[src/rtl/core/bpa_ram.sv]
// Generic single-write, single-read RAM with a registered read port.
// No dependencies; holds the allocation bitmap rows.
`default_nettype none

module bpa_ram #(
  parameter int WIDTH = 64,
  parameter int DEPTH = 64
) (
  input  wire logic                     clk,
  input  wire logic                     we,
  input  wire logic [$clog2(DEPTH)-1:0] waddr,
  input  wire logic [WIDTH-1:0]         wdata,
  input  wire logic [$clog2(DEPTH)-1:0] raddr,
  output logic      [WIDTH-1:0]         rdata
);

  logic [WIDTH-1:0] mem [DEPTH];

  always_ff @(posedge clk) begin
    if (we) begin
      mem[waddr] <= wdata;
    end
    rdata <= mem[raddr];
  end

endmodule

`default_nettype wire

[config.mk]
export PLATFORM = sky130hd
export DESIGN_NAME = bpa_ram
export DESIGN_NICKNAME = d
export VERILOG_FILES = /design/src/rtl/core/bpa_ram.sv
export SDC_FILE = /design/constraint.sdc
export NUM_CORES = 2
export LEC_CHECK = 0
export ABC_AREA = 0
export ABC_CLOCK_PERIOD_IN_PS = 7300
export BUFFER_PORTS_ARGS = -buffer_cell sky130_fd_sc_hd__buf_2
export CELL_PAD_IN_SITES_DETAIL_PLACEMENT = 0
export CELL_PAD_IN_SITES_GLOBAL_PLACEMENT = 1
export CORE_ASPECT_RATIO = 0.6
export CORE_UTILIZATION = 40
export DETAILED_ROUTE_END_ITERATION = 8
export PLACE_DENSITY_LB_ADDON = 0.15
export SETUP_SLACK_MARGIN = 0.4
export SLEW_MARGIN = 20
export SYNTH_ARGS = -nofsm -noshare
export SYNTH_HDL_FRONTEND = slang
export SYNTH_SLANG_ARGS = --single-unit
[constraint.sdc]
create_clock -name clk -period 7.3 [get_ports clk]
set_clock_uncertainty 0.2 [all_clocks]
set_input_delay 0 -clock clk [delete_from_list [all_inputs] [get_ports clk]]
set_output_delay 0 -clock clk [all_outputs]
set_load 0.005 [all_outputs]
* Word level (Yosys, flattened, before mapping)
Memory sizes are Yosys's and may differ from the RTL's. A register that Yosys moved wholly into a read port is not among the register bits. Cells that the tools add are included.
Word-level totals: memories kept 1, flip-flop bits (word level) 0, word-level logic and storage cells 3, bits in writable memories 4096
Operators by class: muxes and demuxes 2
Memories:
- mem | depth 64, bits a word 64, rd ports 1, clocked after memory_dff 1, wr ports 1, line 17 | logic [WIDTH-1:0] mem [DEPTH];
Operators with widths (count):
- 1-bit 2-to-1 mux | 2

* Longest topological paths before layout
word-level depth 2, mapped depth 9, mapped depth without buffers 5

* Worst setup path after synthesis
No wires, ideal clock.
path type input to register, start input waddr[3], end memory mem[48][0], enable pin, arrival time 4.872 ns, required time 6.536 ns, path buffers 1, stages 4, path slack 1.664 ns, cells stage by stage clkbuf_1 nor2b_1 nand4b_1 nor3_1
RTL lines:
- start: declaration | line 11 | input wire logic [$clog2(DEPTH)-1:0] waddr,
- end: declaration | line 17
No word-level cell before the write port.

==> results.md <==
* CTS Buf Count at 392
* Via count at 77100
* Clock transition time at the flip-flop clock pins of the worst setup and hold paths at 70 ps
* Fin. Hold Viols at 32
* Violated checks: negative hold slack
* Hold Buf Count CTS at 86
* Crit Path Max Fanout at 115
* H-tree Lvls at 5
* Slowest-stage cell, CP: buf_4
* Highest Signal Layer: met5
* Met2 Wirelength at 209000 µm
* Initial DRC count at 11300
* Synthesis-to-layout area growth at 14.0%
* Required time of the critical path at 7870 ps
* Most common flop cell mapped by yosys: edfxtp_1
* Ys Warns at 0
* Top cells by area, synth: edfxtp_1 (79%), mux4_2 (15%), mux2i_1 (0.86%)
* Setup WS post-layout at 3240 ps
* Sequential area share after synthesis at 79.5%
* Vias in the first global route at 75700
* Final min period at 4060 ps
* First-pass GRT wire length at 657000 µm
* Overflow after GRT at 0
* Critical Path End Type: flip-flop
* WHS at -10.8 ps
* Antenna violations before repair at 64
* Final nets at 7161
* Area of the die at 0.393 mm²
* # port buffers at 141
* Core area at 0.388 mm²
* Achievable frequency at 246 MHz
* VDD IR max at 0.224 mV
* Fin cells at 12600
* Slowest stage delay, CP at 920 ps
* DR WL met3 at 43800 µm
* Synth top cells by count: edfxtp_1 (4096), mux4_2 (1024), buf_2 (170)
* Drt wl/cell at 38.6 µm
* Synth Cell Area at 0.156 mm²
* Max-slew headroom at 10.7%
* Top-count cell post-synth: edfxtp_1
* Post-synth EDFFs at 4096
* Outcome: finished with violations
* Mean number of vias per cell at 6.11
* Classification of the worst-slack hold path: input pin to flip-flop
* Root buf cell: clkbuf_16
* Synthesized Nets at 6676
* Post-cts sizing count at 0
* Placed cell count at 11800
* RSZ-0062 raised after global routing: no
* Clock sink count at 4160
* Layout cells sized above 1 at 27.7%
* Total wire length at 486000 µm
* Global Route Usage Sum at 24.4%
* Initial core utilization at 40.3%
* Worst Max-Slew Pin Slew at 1340 ps
* Die Wd at 809 µm
* Max Cap Viol at 0
* # rows at 177
* Clock Path Buffers at 4
* FFs w/ async S/R, synth at 0%
* Placer Congestion at 0.764
* Antenna-violating nets left at 0
* Post-CTS Setup Inserts at 0
* Largest net degree at the start of global routing at 124
* LEAKAGE at 55.1 nW
* Top cell type by total area after synthesis: edfxtp_1
* Share of the synthesized area in the top cell type at 78.7%
* Wl on met1 at 223000 µm
* Final core area utilization at 45.9%
* Pwr Density at 278 mW/mm²
* Setup TNS Final at 0 ps
* Synth Instances at 6598
* Final period util at 55.6%
* HPWL after DPL at 261000 µm
* CP cell instances: dlygate4sd3_1 -> buf_8 -> buf_12 -> buf_4 -> mux4_2 -> or3_1 -> a41oi_1 -> a211oi_1
* Max Slew Vio Count at 0
* Syn_area_per_cell at 23.7 µm²
* Drt pass-1 iters at 7
* Place WS at 2960 ps
* CTS tree: done
* # IOs at 142
* Crit path kind: input pin to flip-flop
* Worst-Skew Late Latency at 960 ps
* CP arrival at 4630 ps
* Crit path launch type: input pin
* Setup violators final at 0
* Library cells used by synthesis at 33
* Die height at 486 µm
* DRC violations left at 0
* Register bit count reported by yosys at 4160
sequential cells by signal, indices dropped and copies added (netlist names):
register,flops
mem,4096
rdata,64
worst max-delay path: cells and delay by family:
kind / cells / cell delay, ps
muxes: 1 / 590
and+or+nand+nor: 1 / 350
AOI/OAI and AO/OA: 2 / 730
buffers and inverters: 4 / 2610
cells by family after synthesis:
group	Yosys count	synth area share (%)
mux	1159	15.6
buf+inv	389	1.18
compound gates	504	2.48
flops	4160	79.5
simple gates	386	1.24
cells in the final DEF (no fill, tap or decap), drive strengths merged:
cell type,count
edfxtp,4096
mux4,1024
clkbuf,480
buf,350
a22oi,168
clkinv,166
mux2i,135
nor2,112
dlygate4sd3,111
a22o,88
o22ai,83
and3,64
dfxtp,64
a211oi,63
nand2,58
nand3,45
bufinv,41
o221ai,38
or3,29
or2,28
nor2b,28
inv,28
a41oi,26
clkinvlp,21
a2bb2oi,19
a31oi,18
diode,12
nand2b,11
and2,3
nor3,2
nand3b,2
nand4,2
a31o,1
nand4b,1
or3b,1
through the flow:
step                      area (µm²)  total power, mW  hold WS, ps
final                         178000             49.6        -10.8
after global routing          178000             51.0         3.61
after CTS                     178000             50.0         32.4
after detailed placement      164000             29.4          205
after global placement        164000             29.4          206
after floorplan               156000             28.2         -101
path summary, 6_finish.rpt:
kind / from / to / slack, ps / depth (start not counted)
setup reg to reg: mem[0][10] / rdata[10] / 4540 / 6
hold reg to reg: mem[39][42] / rdata[42] / 640 / 4
hold / removal: wdata[24] / mem[9][24] / -10 / 2
setup / recovery: raddr[1] / rdata[3] / 3240 / 8
area by class of cell:
type	count	area [µm²]
Antenna cell	12	30.0
Clock buffer	480	10400
Clock inverter	237	2340
Fill cell	32100	210000
Inverter	19	71.3
Multi-Input combinational cell	2049	30800
Sequential cell	4160	124000
Tap cell	5191	6490
Timing Repair Buffer	461	3910
power breakdown:
group          switching (mW)  internal (mW)
sequential              0.156           26.4
clock                    9.08           11.6
combinational            1.51          0.861
total                    10.7           38.9
metal layers:
metal	vias up	track usage, %
met5	-	0
met4	24	4.67
met3	577	4.48
met2	3734	35.0
met1	43200	39.1
li1	29500	-
No activity file was read; power rests on OpenSTA's default activity.
